--- config.mk ---
export PLATFORM = sky130hd
export DESIGN_NAME = smooth_second_derivative_filter_flat
export DESIGN_NICKNAME = d
export VERILOG_FILES = /design/src/sdf_pkg.sv /design/src/sdf_if.sv /design/src/sdf_cell.sv /design/src/sdf_arith.sv /design/src/smooth_second_derivative_filter.sv /design/src/flat_wrapper.sv
export SDC_FILE = /design/constraint.sdc
export NUM_CORES = 2
export LEC_CHECK = 0
export ABC_AREA = 1
export CORE_MARGIN = 3
export CORE_UTILIZATION = 29
export DETAILED_ROUTE_END_ITERATION = 7
export DONT_BUFFER_PORTS = 1
export PLACE_DENSITY = 0.47
export SLEW_MARGIN = 20
export SYNTH_ARGS = -nofsm -noshare
export SYNTH_HDL_FRONTEND = slang
export SYNTH_SLANG_ARGS = --single-unit
--- constraint.sdc ---
create_clock -name clk -period 9.97 [get_ports clk]
set_input_delay 1.4955 -clock clk [delete_from_list [all_inputs] [get_ports clk]]
set_output_delay 1.4955 -clock clk [all_outputs]
set_load 0.005 [all_outputs]
--- src/sdf_pkg.sv ---
// Shared constants, codes and types for the smoothed second-derivative filter.
`timescale 1ns / 1ps
package sdf_pkg;
	localparam int DATA_W    = 16;
	localparam int IDX_W     = 16;
	localparam int DERIV_W   = 32;
	localparam int CFG_W     = 16;
	localparam int PADDR_W   = 3;
	localparam int PDATA_W   = 32;
	// seven-tap interior filter, results trail the input by six samples
	localparam int DELAY     = 6;
	localparam int WIN_DEPTH = 10;
	localparam int SEL_W     = 3;
	localparam int TAP_W     = 4;
	localparam int SUM_W     = 20;
	localparam int MAG_W     = 19;
	localparam int PROD_W    = MAG_W + CFG_W;
	localparam int SH_W      = 4;

	localparam logic [PADDR_W-1:0] ADDR_INV_DX_SQ = 3'd0;
	localparam logic [CFG_W-1:0]   INV_DX_SQ_RST  = 16'd256;

	// filter kind for one result
	localparam logic [2:0] KIND_END_L = 3'd0;
	localparam logic [2:0] KIND_END_R = 3'd1;
	localparam logic [2:0] KIND_M1    = 3'd2;
	localparam logic [2:0] KIND_M2    = 3'd3;
	localparam logic [2:0] KIND_M3    = 3'd4;
	localparam logic [2:0] KIND_SHORT = 3'd5;

	typedef logic signed [DATA_W-1:0] smp_t;

	typedef struct packed {
		logic             vld;
		logic [SEL_W-1:0] d;
		logic [IDX_W-1:0] idx;
		logic [2:0]       kind;
		logic             fin;
	} issue_t;

	typedef struct packed {
		logic                      vld;
		logic signed [DERIV_W-1:0] deriv;
		logic [IDX_W-1:0]          idx;
		logic                      too_short;
		logic                      fin;
	} res_t;
endpackage

--- src/sdf_if.sv ---
// Stream interfaces for sample words and result words.
`timescale 1ns / 1ps
interface sdf_smp_if;
	import sdf_pkg::*;
	logic                      valid;
	logic                      ready;
	logic signed [DATA_W-1:0]  sample;
	logic                      last;
	modport source(output valid, sample, last, input ready);
	modport sink(input valid, sample, last, output ready);
endinterface

interface sdf_res_if;
	import sdf_pkg::*;
	logic                      valid;
	logic                      ready;
	logic signed [DERIV_W-1:0] deriv;
	logic [IDX_W-1:0]          index;
	logic                      too_short;
	logic                      final_res;
	modport source(output valid, deriv, index, too_short, final_res, input ready);
	modport sink(input valid, deriv, index, too_short, final_res, output ready);
endinterface

--- src/sdf_cell.sv ---
// One window cell: holds a sample and passes it on when a new word enters.
`timescale 1ns / 1ps
module sdf_cell (
	input  logic          clk,
	input  logic          shift,
	input  sdf_pkg::smp_t d_in,
	output sdf_pkg::smp_t d_out
);
	import sdf_pkg::*;

	smp_t val_q;

	always_ff @(posedge clk) begin
		if (shift) begin
			val_q <= d_in;
		end
	end

	assign d_out = val_q;
endmodule

--- src/sdf_arith.sv ---
// Tap sum, scaling multiply and rounding/saturation, three registered stages.
`timescale 1ns / 1ps
module sdf_arith (
	input  logic                      clk,
	input  logic                      arst_n,
	input  logic                      adv,
	input  sdf_pkg::issue_t           iss,
	input  sdf_pkg::smp_t             taps [sdf_pkg::WIN_DEPTH],
	input  logic [sdf_pkg::CFG_W-1:0] inv_dx_sq,
	output sdf_pkg::res_t             res
);
	import sdf_pkg::*;

	logic [TAP_W-1:0]        ic;
	logic signed [SUM_W-1:0] c, p1, p2, p3, n1, n2, n3, sum;
	logic [SH_W-1:0]         sh;

	logic                    vld_s1, vld_s2, vld_s3;
	logic signed [SUM_W-1:0] sum_s1;
	logic [SH_W-1:0]         sh_s1, sh_s2;
	logic [IDX_W-1:0]        idx_s1, idx_s2, idx_s3;
	logic                    short_s1, short_s2, short_s3;
	logic                    fin_s1, fin_s2, fin_s3;
	logic [MAG_W-1:0]        mag;
	logic [PROD_W-1:0]       prod_s2;
	logic                    neg_s2;
	logic [PROD_W:0]         rnd, rsh;
	logic signed [DERIV_W-1:0] dv, deriv_s3;

	// cell d holds the centre point; lower cells are later samples
	always_comb begin
		ic = {1'b0, iss.d};
		c  = SUM_W'(taps[ic]);
		p1 = (iss.d >= 3'd1) ? SUM_W'(taps[ic - 4'd1]) : '0;
		p2 = (iss.d >= 3'd2) ? SUM_W'(taps[ic - 4'd2]) : '0;
		p3 = (iss.d >= 3'd3) ? SUM_W'(taps[ic - 4'd3]) : '0;
		n1 = SUM_W'(taps[ic + 4'd1]);
		n2 = SUM_W'(taps[ic + 4'd2]);
		n3 = SUM_W'(taps[ic + 4'd3]);
		sum = '0;
		sh  = 4'd8;
		unique case (iss.kind)
			KIND_END_L: sum = (c <<< 1) - (p1 <<< 2) - p1 + (p2 <<< 2) - p3;
			KIND_END_R: sum = (c <<< 1) - (n1 <<< 2) - n1 + (n2 <<< 2) - n3;
			KIND_M1:    sum = p1 + n1 - (c <<< 1);
			KIND_M2: begin
				sum = p2 + n2 - (c <<< 1);
				sh  = 4'd10;
			end
			KIND_M3: begin
				sum = ((p2 + n2) <<< 1) + p3 + n3 - p1 - n1 - (c <<< 2);
				sh  = 4'd12;
			end
			default: sum = '0;
		endcase
	end

	assign mag = sum_s1[SUM_W-1] ? MAG_W'(-sum_s1) : MAG_W'(sum_s1);

	always_ff @(posedge clk or negedge arst_n) begin
		if (!arst_n) begin
			vld_s1 <= 1'b0;
			vld_s2 <= 1'b0;
			vld_s3 <= 1'b0;
		end else if (adv) begin
			vld_s1 <= iss.vld;
			vld_s2 <= vld_s1;
			vld_s3 <= vld_s2;
		end
	end

	always_ff @(posedge clk) begin
		if (adv) begin
			sum_s1   <= sum;
			sh_s1    <= sh;
			idx_s1   <= iss.idx;
			short_s1 <= (iss.kind == KIND_SHORT);
			fin_s1   <= iss.fin;
			prod_s2  <= PROD_W'(mag) * PROD_W'(inv_dx_sq);
			neg_s2   <= sum_s1[SUM_W-1];
			sh_s2    <= sh_s1;
			idx_s2   <= idx_s1;
			short_s2 <= short_s1;
			fin_s2   <= fin_s1;
			deriv_s3 <= dv;
			idx_s3   <= idx_s2;
			short_s3 <= short_s2;
			fin_s3   <= fin_s2;
		end
	end

	// round half away from zero on the magnitude, then saturate
	always_comb begin
		rnd = {1'b0, prod_s2} + ((PROD_W+1)'(1) << (sh_s2 - 4'd1));
		rsh = rnd >> sh_s2;
		if (short_s2) begin
			dv = '0;
		end else if (neg_s2) begin
			dv = (rsh > (PROD_W+1)'(33'h080000000)) ? {1'b1, {(DERIV_W-1){1'b0}}}
				: -DERIV_W'(rsh);
		end else begin
			dv = (rsh > (PROD_W+1)'(33'h07FFFFFFF)) ? {1'b0, {(DERIV_W-1){1'b1}}}
				: DERIV_W'(rsh);
		end
	end

	assign res.vld       = vld_s3;
	assign res.deriv     = deriv_s3;
	assign res.idx       = idx_s3;
	assign res.too_short = short_s3;
	assign res.fin       = fin_s3;
endmodule

--- src/smooth_second_derivative_filter.sv ---
// Top level: sample window cell chain, flush sequencer, arithmetic and APB register.
//
// Samples of a vector enter on in_ch (valid/ready), index order, last on the final word.
// Results leave on out_ch: deriv, index, too_short, final_res, in index order.
// The result for index i is computed once sample i+6 has arrived and reaches out_ch
// via the issue register and the sdf_arith stages. A vector of seven or more words ends
// in a flush: its last word and the flush issue the last seven results, one a cycle, with
// in_ch held not ready; otherwise one word is taken per cycle. Both halt if out_ch stalls.
// A vector of six words or fewer gives a single word with too_short set and deriv 0.
// A vector reaching 65536 words is closed as if last were set on its final word.
// inv_dx_sq (Q8.8, address 0) is written over APB; reset value 1.0.
// Reset clears the position count, flush state and pipeline valids; no window clear.
// When out_ch stalls the whole pipe holds and in_ch drops ready; the output word stays.
`timescale 1ns / 1ps
module smooth_second_derivative_filter (
	input  logic                          clk,
	input  logic                          arst_n,
	sdf_smp_if.sink                       in_ch,
	sdf_res_if.source                     out_ch,
	input  logic                          psel,
	input  logic                          penable,
	input  logic                          pwrite,
	input  logic [sdf_pkg::PADDR_W-1:0]   paddr,
	input  logic [sdf_pkg::PDATA_W-1:0]   pwdata,
	output logic [sdf_pkg::PDATA_W-1:0]   prdata,
	output logic                          pready
);
	import sdf_pkg::*;

	logic [CFG_W-1:0] inv_q;
	logic [IDX_W-1:0] pos_q, last_q;
	logic             flush_q;
	logic [SEL_W-1:0] fd_q;
	issue_t           issue, iss_s0;
	res_t             res;
	smp_t             taps [WIN_DEPTH];
	logic             adv, acc, fin;

	function automatic logic [2:0] kind_of(input logic [IDX_W-1:0] i, input logic [3:0] r);
		logic [IDX_W-1:0] e;
		e = ({12'd0, r} < i) ? {12'd0, r} : i;
		if (i == '0)
			return KIND_END_L;
		else if (r == 4'd0)
			return KIND_END_R;
		else if (e == 16'd1)
			return KIND_M1;
		else if (e == 16'd2)
			return KIND_M2;
		else
			return KIND_M3;
	endfunction

	assign pready = 1'b1;
	assign prdata = (paddr == ADDR_INV_DX_SQ) ? PDATA_W'(inv_q) : '0;

	always_ff @(posedge clk or negedge arst_n) begin
		if (!arst_n) begin
			inv_q <= INV_DX_SQ_RST;
		end else if (psel && penable && pwrite && paddr == ADDR_INV_DX_SQ) begin
			inv_q <= pwdata[CFG_W-1:0];
		end
	end

	assign adv          = !res.vld || out_ch.ready;
	assign in_ch.ready  = adv && !flush_q;
	assign acc          = in_ch.valid && in_ch.ready;
	assign fin          = in_ch.last || (pos_q == '1);

	always_comb begin
		issue = '0;
		if (acc) begin
			if (fin && pos_q < IDX_W'(DELAY)) begin
				issue.vld  = 1'b1;
				issue.kind = KIND_SHORT;
				issue.fin  = 1'b1;
			end else if (fin || pos_q >= IDX_W'(DELAY)) begin
				issue.vld  = 1'b1;
				issue.d    = SEL_W'(DELAY);
				issue.idx  = pos_q - IDX_W'(DELAY);
				issue.kind = kind_of(pos_q - IDX_W'(DELAY), fin ? 4'd6 : 4'd12);
			end
		end else if (flush_q && adv) begin
			issue.vld  = 1'b1;
			issue.d    = fd_q;
			issue.idx  = last_q - IDX_W'(fd_q);
			issue.kind = kind_of(last_q - IDX_W'(fd_q), {1'b0, fd_q});
			issue.fin  = (fd_q == '0);
		end
	end

	always_ff @(posedge clk or negedge arst_n) begin
		if (!arst_n) begin
			pos_q   <= '0;
			flush_q <= 1'b0;
			iss_s0  <= '0;
		end else begin
			if (adv)
				iss_s0 <= issue;
			if (acc) begin
				pos_q <= fin ? '0 : pos_q + 16'd1;
				if (fin && pos_q >= IDX_W'(DELAY))
					flush_q <= 1'b1;
			end else if (flush_q && adv && fd_q == '0) begin
				flush_q <= 1'b0;
			end
		end
	end

	always_ff @(posedge clk) begin
		if (acc) begin
			last_q <= pos_q;
			fd_q   <= SEL_W'(DELAY - 1);
		end else if (flush_q && adv) begin
			fd_q <= fd_q - 3'd1;
		end
	end

	for (genvar g = 0; g < WIN_DEPTH; g++) begin : g_cell
		if (g == 0) begin : g_head
			sdf_cell u_cell (.clk(clk), .shift(acc), .d_in(in_ch.sample), .d_out(taps[g]));
		end else begin : g_body
			sdf_cell u_cell (.clk(clk), .shift(acc), .d_in(taps[g-1]), .d_out(taps[g]));
		end
	end

	sdf_arith u_arith (
		.clk(clk),
		.arst_n(arst_n),
		.adv(adv),
		.iss(iss_s0),
		.taps(taps),
		.inv_dx_sq(inv_q),
		.res(res)
	);

	assign out_ch.valid     = res.vld;
	assign out_ch.deriv     = res.deriv;
	assign out_ch.index     = res.idx;
	assign out_ch.too_short = res.too_short;
	assign out_ch.final_res = res.fin;
endmodule

--- src/flat_wrapper.sv ---
// flat-port wrapper written by rule: the top's interface ports become plain ports
module smooth_second_derivative_filter_flat import sdf_pkg::*;
  (clk, arst_n, psel, penable, pwrite, paddr, pwdata, prdata, pready, in_ch_valid, in_ch_sample, in_ch_last, in_ch_ready, out_ch_valid, out_ch_deriv, out_ch_index, out_ch_too_short, out_ch_final_res, out_ch_ready);
  sdf_smp_if in_ch_i ();
  sdf_res_if out_ch_i ();
  input  logic clk;
  input  logic arst_n;
  input  logic psel;
  input  logic penable;
  input  logic pwrite;
  input  logic [sdf_pkg::PADDR_W-1:0] paddr;
  input  logic [sdf_pkg::PDATA_W-1:0] pwdata;
  output logic [sdf_pkg::PDATA_W-1:0] prdata;
  output logic pready;
  input wire logic [$bits(in_ch_i.valid)-1:0] in_ch_valid;
  input wire logic [$bits(in_ch_i.sample)-1:0] in_ch_sample;
  input wire logic [$bits(in_ch_i.last)-1:0] in_ch_last;
  output wire logic [$bits(in_ch_i.ready)-1:0] in_ch_ready;
  output wire logic [$bits(out_ch_i.valid)-1:0] out_ch_valid;
  output wire logic [$bits(out_ch_i.deriv)-1:0] out_ch_deriv;
  output wire logic [$bits(out_ch_i.index)-1:0] out_ch_index;
  output wire logic [$bits(out_ch_i.too_short)-1:0] out_ch_too_short;
  output wire logic [$bits(out_ch_i.final_res)-1:0] out_ch_final_res;
  input wire logic [$bits(out_ch_i.ready)-1:0] out_ch_ready;
  assign in_ch_i.valid = in_ch_valid;
  assign in_ch_i.sample = in_ch_sample;
  assign in_ch_i.last = in_ch_last;
  assign in_ch_ready = in_ch_i.ready;
  assign out_ch_valid = out_ch_i.valid;
  assign out_ch_deriv = out_ch_i.deriv;
  assign out_ch_index = out_ch_i.index;
  assign out_ch_too_short = out_ch_i.too_short;
  assign out_ch_final_res = out_ch_i.final_res;
  assign out_ch_i.ready = out_ch_ready;
  smooth_second_derivative_filter u_core (.clk(clk), .arst_n(arst_n), .in_ch(in_ch_i), .out_ch(out_ch_i), .psel(psel), .penable(penable), .pwrite(pwrite), .paddr(paddr), .pwdata(pwdata), .prdata(prdata), .pready(pready));
endmodule
# --- Word level (Yosys, flattened, before mapping) ---
# Cells that the tools add are included.
# W data, S select, Z words.
totals:
  reg_bits: 389
  input_bits: 59
  elab_cells: 181
op_classes:
  add_sub_neg: 31
  mul: 1
  n_lt_le_gt_ge: 16
  eq_ne: 11
  n_shift: 2
  n_mux: 53
  n_bitwise: 7
  n_reduce_logical: 22
op_table:
  columns: ["operator", "count"]
  rows:
  - ["$bmux W16 S4", 7]
  - ["$mux W16", 18]
  - ["$pmux W20 S5", 1]
  - ["$mux W32", 3]
  - ["$add A20 B16 Y20", 3]
  - ["$mux W20", 3]
  - ["$sub A20 B20 Y20", 3]
  - ["$mux W24", 2]
  - ["$add A20 B20 Y20", 2]
  - ["$sub A20 B16 Y20", 2]
  - ["$sub A20 B17 Y20", 2]
  - ["$mux W19", 2]
  - ["$add A35 B36 Y36", 1]
  - ["$gt A36 B31 Y1 const B", 1]
  - ["$gt A36 B32 Y1 const B", 1]
  - ["$shl A1 B4 Y36 const A", 1]
  - ["$shr A36 B4 Y36", 1]
  - ["$ge A5 B5 Y1 const B", 7]
  - ["$mul A19 B16 Y35", 1]
  - ["$eq A16 B1 Y1 const B", 2]
  - ["$eq A16 B2 Y1 const B", 2]
  - ["$logic_not A16 Y1", 2]
  - ["$neg A32 Y32", 1]
  - ["$not A4 Y5", 6]
  - ["other kinds (39)", 69]

# --- Logic depth before layout (Yosys ltp) ---
depth:
  word_depth: 13
  ltp_mapped: 41
  mapped_depth_nobuf: 40

# --- Modules after synthesis ---
# From an unflattened synthesis, not the netlist that was laid out.
hier_totals:
  hier_cells: 5590
  area_unflattened_um2: 43386.6
modules_own_cells:
  columns: ["mod", "n_inst", "cells_per_inst", "area_per_inst_um2", "seq_area_each_um2"]
  rows:
  - ["sdf_arith", 1, 4775, 33653.5, 4369.2]
  - ["smooth_second_derivative_filter", 1, 655, 4928.5, 1968.1]
  - ["sdf_cell", 10, 16, 480.5, 480.5]

# --- Worst setup path before layout ---
# OpenSTA, ideal clock, no wires.
synth_path:
  kind: "register -> register"
  start: "register u_core.iss_s0[21] (netlist name)"
  end: "register u_core.u_arith.sum_s1[18] (data pin)"
  setup_time_ns: 0.259
  arrival_time_ns: 7.914
  t_required_ns: 9.711
  slack_ns: 1.797
  path_stages_with_launch: 36
  n_path_buf: 4
  period_less_slack_ns: 8.173
  cell_sequence: "dfrtp_1 -> inv_1 -> clkbuf_1 -> clkbuf_1 -> clkbuf_1 -> ha_1 -> clkbuf_1 -> nor3_2 -> clkinv_1 -> o32ai_1 -> ha_1 -> inv_1 -> fa_1 -> o21ai_0 -> a31oi_1 -> o21ai_0 -> nand3_1 -> nand2_1 -> xor2_1 -> inv_1 -> fa_1 -> fa_1 -> fa_1 -> inv_1 -> ha_1 -> a21oi_1 -> o21ai_0 -> a21oi_1 -> nand2_1 -> nand3_1 -> nand2_1 -> a21oi_1 -> o21ai_0 -> or2_2 -> nand3_1 -> nand2_1"
synth_via:
  elab_chain_cells: 13
synth_lines:
  columns: ["element", "line_no", "source"]
  rows:
  - ["from (decl)", "smooth_second_derivative_filter.sv:34", "issue_t issue, iss_s0;"]
  - ["from (signal assigned)", "smooth_second_derivative_filter.sv:99", "iss_s0 <= issue;"]
  - ["$sub A3 B2 Y4", "sdf_arith.sv:35", "p2 = (iss.d >= 3'd2) ? SUM_W'(taps[ic - 4'd2]) : '0;"]
  - ["$not A4 Y5 (not written as such)", "sdf_arith.sv:35", null]
  - ["$bmux W16 S4", "sdf_arith.sv:35", null]
  - ["$mux W16 (not written as such) (2 in a row)", "sdf_arith.sv:35", null]
  - ["$mux W20", "sdf_arith.sv:35", null]
  - ["$add A20 B16 Y20", "sdf_arith.sv:51", "sum = ((p2 + n2) <<< 1) + p3 + n3 - p1 - n1 - (c <<< 2);"]
  - ["$add A20 B20 Y20", "sdf_arith.sv:51", null]
  - ["$add A20 B16 Y20", "sdf_arith.sv:51", null]
  - ["$sub A20 B20 Y20", "sdf_arith.sv:51", null]
  - ["$sub A20 B16 Y20", "sdf_arith.sv:51", null]
  - ["$sub A20 B18 Y20", "sdf_arith.sv:51", null]
  - ["$pmux W20 S5 (*)", "sdf_arith.sv:42", "unique case (iss.kind)"]
  - ["to (signal assigned)", "sdf_arith.sv:74", "sum_s1 <= sum;"]
  - ["to (decl)", "sdf_arith.sv:19", "logic signed [SUM_W-1:0] sum_s1;"]
# Every way passes the cells marked *; elsewhere a longest branch is shown, timed or not. The select of a mux whose other input is x is not followed.
# A chain may end at the register's enable or synchronous reset.

# --- Worst setup path after layout ---
layout_path:
  start: "register u_core.u_arith.sum_s1[0]"
  end: "register u_core.u_arith.prod_s2[30] (data pin)"
layout_via:
  elab_chain_cells: 3
layout_lines:
  columns: ["element", "line_no", "source"]
  rows:
  - ["$neg A19 Y19", "sdf_arith.sv:58", "assign mag = sum_s1[SUM_W-1] ? MAG_W'(-sum_s1) : MAG_W'(sum_s1);"]
  - ["$mux W19 (*)", "sdf_arith.sv:58", null]
  - ["$mul A19 B16 Y35 (*)", "sdf_arith.sv:79", "prod_s2 <= PROD_W'(mag) * PROD_W'(inv_dx_sq);"]
  - ["to (signal assigned)", "sdf_arith.sv:79", null]
  - ["to (decl)", "sdf_arith.sv:25", "logic [PROD_W-1:0] prod_s2;"]
# Every way passes the cells marked *; elsewhere a longest branch is shown, timed or not.

==> impl_summary.md <==
Status
The run finished with clean final reports.

Route
The routed via count divided by cell count is 4.81. After detailed routing, the number of remaining DRC violations is 0. Once detail routing completed, the nets flagged for antenna violations numbered 0. The number of vias after detailed routing is 34692. The violation count after the first detailed-route iteration is 2371. The first TritonRoute pass finished after 5 iterations. The average wire length per cell after detail routing is between 15 and 20 um. The final layout contains routed wiring with a total length of 130000 um.

Synth
Of all flip-flops after synthesis, the portion carrying an async set or reset was between 10% and 20%. The gate count of the mapped netlist is 5299. In the synthesized netlist the dominant register cell turns out to be sky130_fd_sc_hd__edfxtp_1.

The area share of the leading cell type in the synthesized netlist is a little under a quarter. The synthesis warning total is 0. Synthesis instantiated 76 different standard cells from the library. The number of synthesized register bits is 382. The mapped netlist covers 0.0421 mm^2. Sequential cells were found to cover approximately a quarter of the synthesized design area. In this run, synthesis inferred 319 flip-flops with an integrated enable. Summed over all instances, the cell type with the most area after synthesis is sky130_fd_sc_hd__edfxtp_1. By area the synthesized netlist is led by sky130_fd_sc_hd__edfxtp_1, sky130_fd_sc_hd__fa_1, sky130_fd_sc_hd__nand2_1. The synthesized area divided by synthesized cell count is 7.95 um^2.

CTS
TritonCTS built the clock tree. The tree built by TritonCTS fans out to 382 sinks. The clock tree synthesis step divided the H-tree into 2 levels. The post-cts gate resize count is 0. Clock tree synthesis inserted a total of approximately 50 buffers.

The tree is rooted in a sky130_fd_sc_hd__clkbuf_16. Hold repair after CTS inserted 0 buffers. The number of buffers on the longest clock path is 3.

The clock transition at the registers of the reported paths is around 60 ps. The worst-skew pair later-pin latency is 680 ps. In this run the post-CTS setup repair buffer count came out at 0.

Cells and area
The repair_antennas step left the layout with diodes totalling 0. The final net count is 6005. The post-synthesis to final-layout area growth is 9.40%.

The share of layout cells above drive strength 1 is 5.26%. For this run, the share of the core covered by cells in the final layout is approximately 32%. The library cells used most frequently in the layout, excluding fill and tap cells, are sky130_fd_sc_hd__nand2_1, sky130_fd_sc_hd__inv_1, sky130_fd_sc_hd__nor2_1. The library cell used most frequently in the layout, excluding fill and tap cells, is sky130_fd_sc_hd__nand2_1.

Timing
The smallest clock period supported by the final layout is computed as 8400 ps. The setup clock skew after layout is 73.5 ps. The final critical-path share of the clock period is between 80% and 90%.

The worst pin sits at a relative slew slack of 34.2%. The final-report max-slew violation count is 0. Setup repair after global routing left no endpoint under its margin. At the pin with the least slew margin, the transition time is 987 ps. The total of endpoints with negative setup slack in the final report is 0. Timing would allow up to about 0.12 GHz. For the final routed database, the setup TNS stands at 0 ps. The number of hold-slack violations in the final timing report is 0.

Floorplan
In this run the count of I/O pins placed on the die edge is 144. From left edge to right edge, the die measures a little under 400 um. The floorplan step set the die height to 387 um. The initial utilization of the core area, before any placement, comes to ~30%.

The core region is 0.144 mm^2. The floorplan has 139 rows. The die outline area is 0.150 mm^2.

Global route
The number of global-route vias before repair is 34417. Entering global routing, the biggest net connects 108 pins. The first-pass GRT wire length is 202000 um. The initial antenna violation count is 1. In the global route stage, overall resource usage came out at 17.2%. The total global routing overflow is 0.

Worst setup path
By startpoint and endpoint, the worst setup path is classified as reg2reg. STA classifies the critical path startpoint as a register. The delay of the slowest cell on the worst path is 780 ps. The cell that appears most often on the critical path is sky130_fd_sc_hd__inv_1.

Data on the critical path is required at its endpoint by 10330 ps. The cell count of the worst reg-to-reg path is 30. STA classifies the critical path endpoint as a register.

The worst-path cell with the longest stage delay is sky130_fd_sc_hd__xnor2_1. The critical path arrival is about 9000 ps. Along the worst path, the maximum fanout reaches 17.

Placement
In this run the tool buffered the top-level ports with 0 buffer cells. Detailed placement finished with a half-perimeter wire length of 105000 um. The global placer's final weighted congestion is 0.895.

Run
Max-cap violations in this run came to 0.

Min path
The hold path depth is 0. In this run the worst hold path is classified as reg2reg.
[per-layer routing]
layer | vias to the layer above | GRT usage, % | wire, um
met2 | 862 | 27.8 | 59400
met5 | - | 0 | 0
met4 | 0 | 4.96 | 3780
met3 | 178 | 2.04 | 6130
li1 | 16987 | - | -
met1 | 16665 | 24.1 | 61100
[kinds of logic (layout without fill, tap and decap cells)]
logic type                 after synthesis  after routing  synth area share (%)
other                                    2             20                0.0178
DFF                                    382            382                  26.4
adders and majority gates              682            682                  27.9
xor gates and xnor gates                92             92                  1.91
buffers and inverters                 1088           1077                  9.95
muxes                                   31             31                 0.737
and+or+nand+nor                       2172           2172                  21.6
AOI/OAI and AO/OA                      850            850                  11.4
[per-stage QoR]
stage	hold slack (ps)	std cells	setup WS, ps	area (um^2)
after detailed placement	405	7112	1590	44400
after global placement	403	7111	1650	44400
after CTS	418	7207	1540	46100
final	417	7209	1570	46100
after floorplan	400	5317	1800	42200
after global routing	420	7209	940	46100
[cell type report]
class / count / area, um^2
Inverter: 899 / 3390
Tap cell: 1903 / 2380
Clock buffer: 62 / 1320
Fill cell: 15370 / 97900
Clock inverter: 33 / 344
Multi-Input combinational cell: 3847 / 26900
Sequential cell: 382 / 11100
Timing Repair Buffer: 83 / 621
[critical path: cells and delay by family (launching register included)]
kind | cells | cell delay [ps]
fa+ha+maj | 8 | 3440
simple gates | 9 | 1370
buf+inv | 8 | 1120
compound gates | 4 | 1000
xor+xnor | 1 | 780
flops | 1 | 360
[registers in the layout (all words and copies together), names as in the netlist, 2 cells and up]
name                               count
u_core.pos_q                          16
u_core.inv_q                          16
u_core.iss_s0                         24
u_core.u_arith.idx_s2                 16
u_core.u_arith.prod_s2                32
u_core.u_arith.idx_s1                 16
u_core.u_arith.sum_s1                 20
u_core.u_arith.sh_s2                   2
u_core.fd_q                            3
u_core.last_q                         16
u_core.g_cell.g_head.u_cell.d_out     16
u_core.g_cell.g_body.u_cell.d_out    144
u_core.u_arith.sh_s1                   2
u_core.u_arith.deriv_s3               32
u_core.u_arith.idx_s3                 16
[final timing paths]
check | from | end | slack (ps)
min in group asynchronous | arst_n | u_core.inv_q[10]$_DFFE_PN0P_ | 520
worst min-delay path | u_core.u_arith.short_s1$_DFFE_PN_ | u_core.u_arith.short_s2$_DFFE_PN_ | 420
max in group asynchronous | arst_n | u_core.iss_s0[20]$_DFFE_PN0N_ | 9170
worst max register to register | u_core.u_arith.sum_s1[0]$_SDFFCE_PN0N_ | u_core.u_arith.prod_s2[30]$_DFFE_PN_ | 1570
worst max-delay path | u_core.u_arith.sum_s1[0]$_SDFFCE_PN0N_ | u_core.u_arith.prod_s2[30]$_DFFE_PN_ | 1570
worst min register to register | u_core.u_arith.short_s1$_DFFE_PN_ | u_core.u_arith.short_s2$_DFFE_PN_ | 420
[synthesized netlist by cell type (10+ instances only)]
cell	n
sky130_fd_sc_hd__clkbuf_1	129
sky130_fd_sc_hd__o21a_1	18
sky130_fd_sc_hd__buf_4	19
sky130_fd_sc_hd__a22oi_1	13
sky130_fd_sc_hd__inv_1	878
sky130_fd_sc_hd__or2_2	33
sky130_fd_sc_hd__a31oi_1	16
sky130_fd_sc_hd__nand4_1	30
sky130_fd_sc_hd__xnor2_1	35
sky130_fd_sc_hd__o211ai_1	16
sky130_fd_sc_hd__buf_2	19
sky130_fd_sc_hd__a211oi_1	11
sky130_fd_sc_hd__buf_1	20
sky130_fd_sc_hd__clkinv_1	13
sky130_fd_sc_hd__o21ai_1	10
sky130_fd_sc_hd__mux2i_1	31
sky130_fd_sc_hd__ha_1	254
sky130_fd_sc_hd__nand2_1	1197
sky130_fd_sc_hd__xor2_1	57
sky130_fd_sc_hd__nand2_2	23
sky130_fd_sc_hd__edfxtp_1	319
sky130_fd_sc_hd__nand3_1	296
sky130_fd_sc_hd__nor3_1	72
sky130_fd_sc_hd__o221ai_1	15
sky130_fd_sc_hd__a21oi_1	302
sky130_fd_sc_hd__dfrtp_1	59
sky130_fd_sc_hd__nor2_1	459
sky130_fd_sc_hd__o21ai_0	346
sky130_fd_sc_hd__nor2_2	11
sky130_fd_sc_hd__fa_1	428
sky130_fd_sc_hd__a32oi_1	24
Power is not shown: default switching activity piles up to over one toggle a cycle in this logic, so the estimate is an artifact.
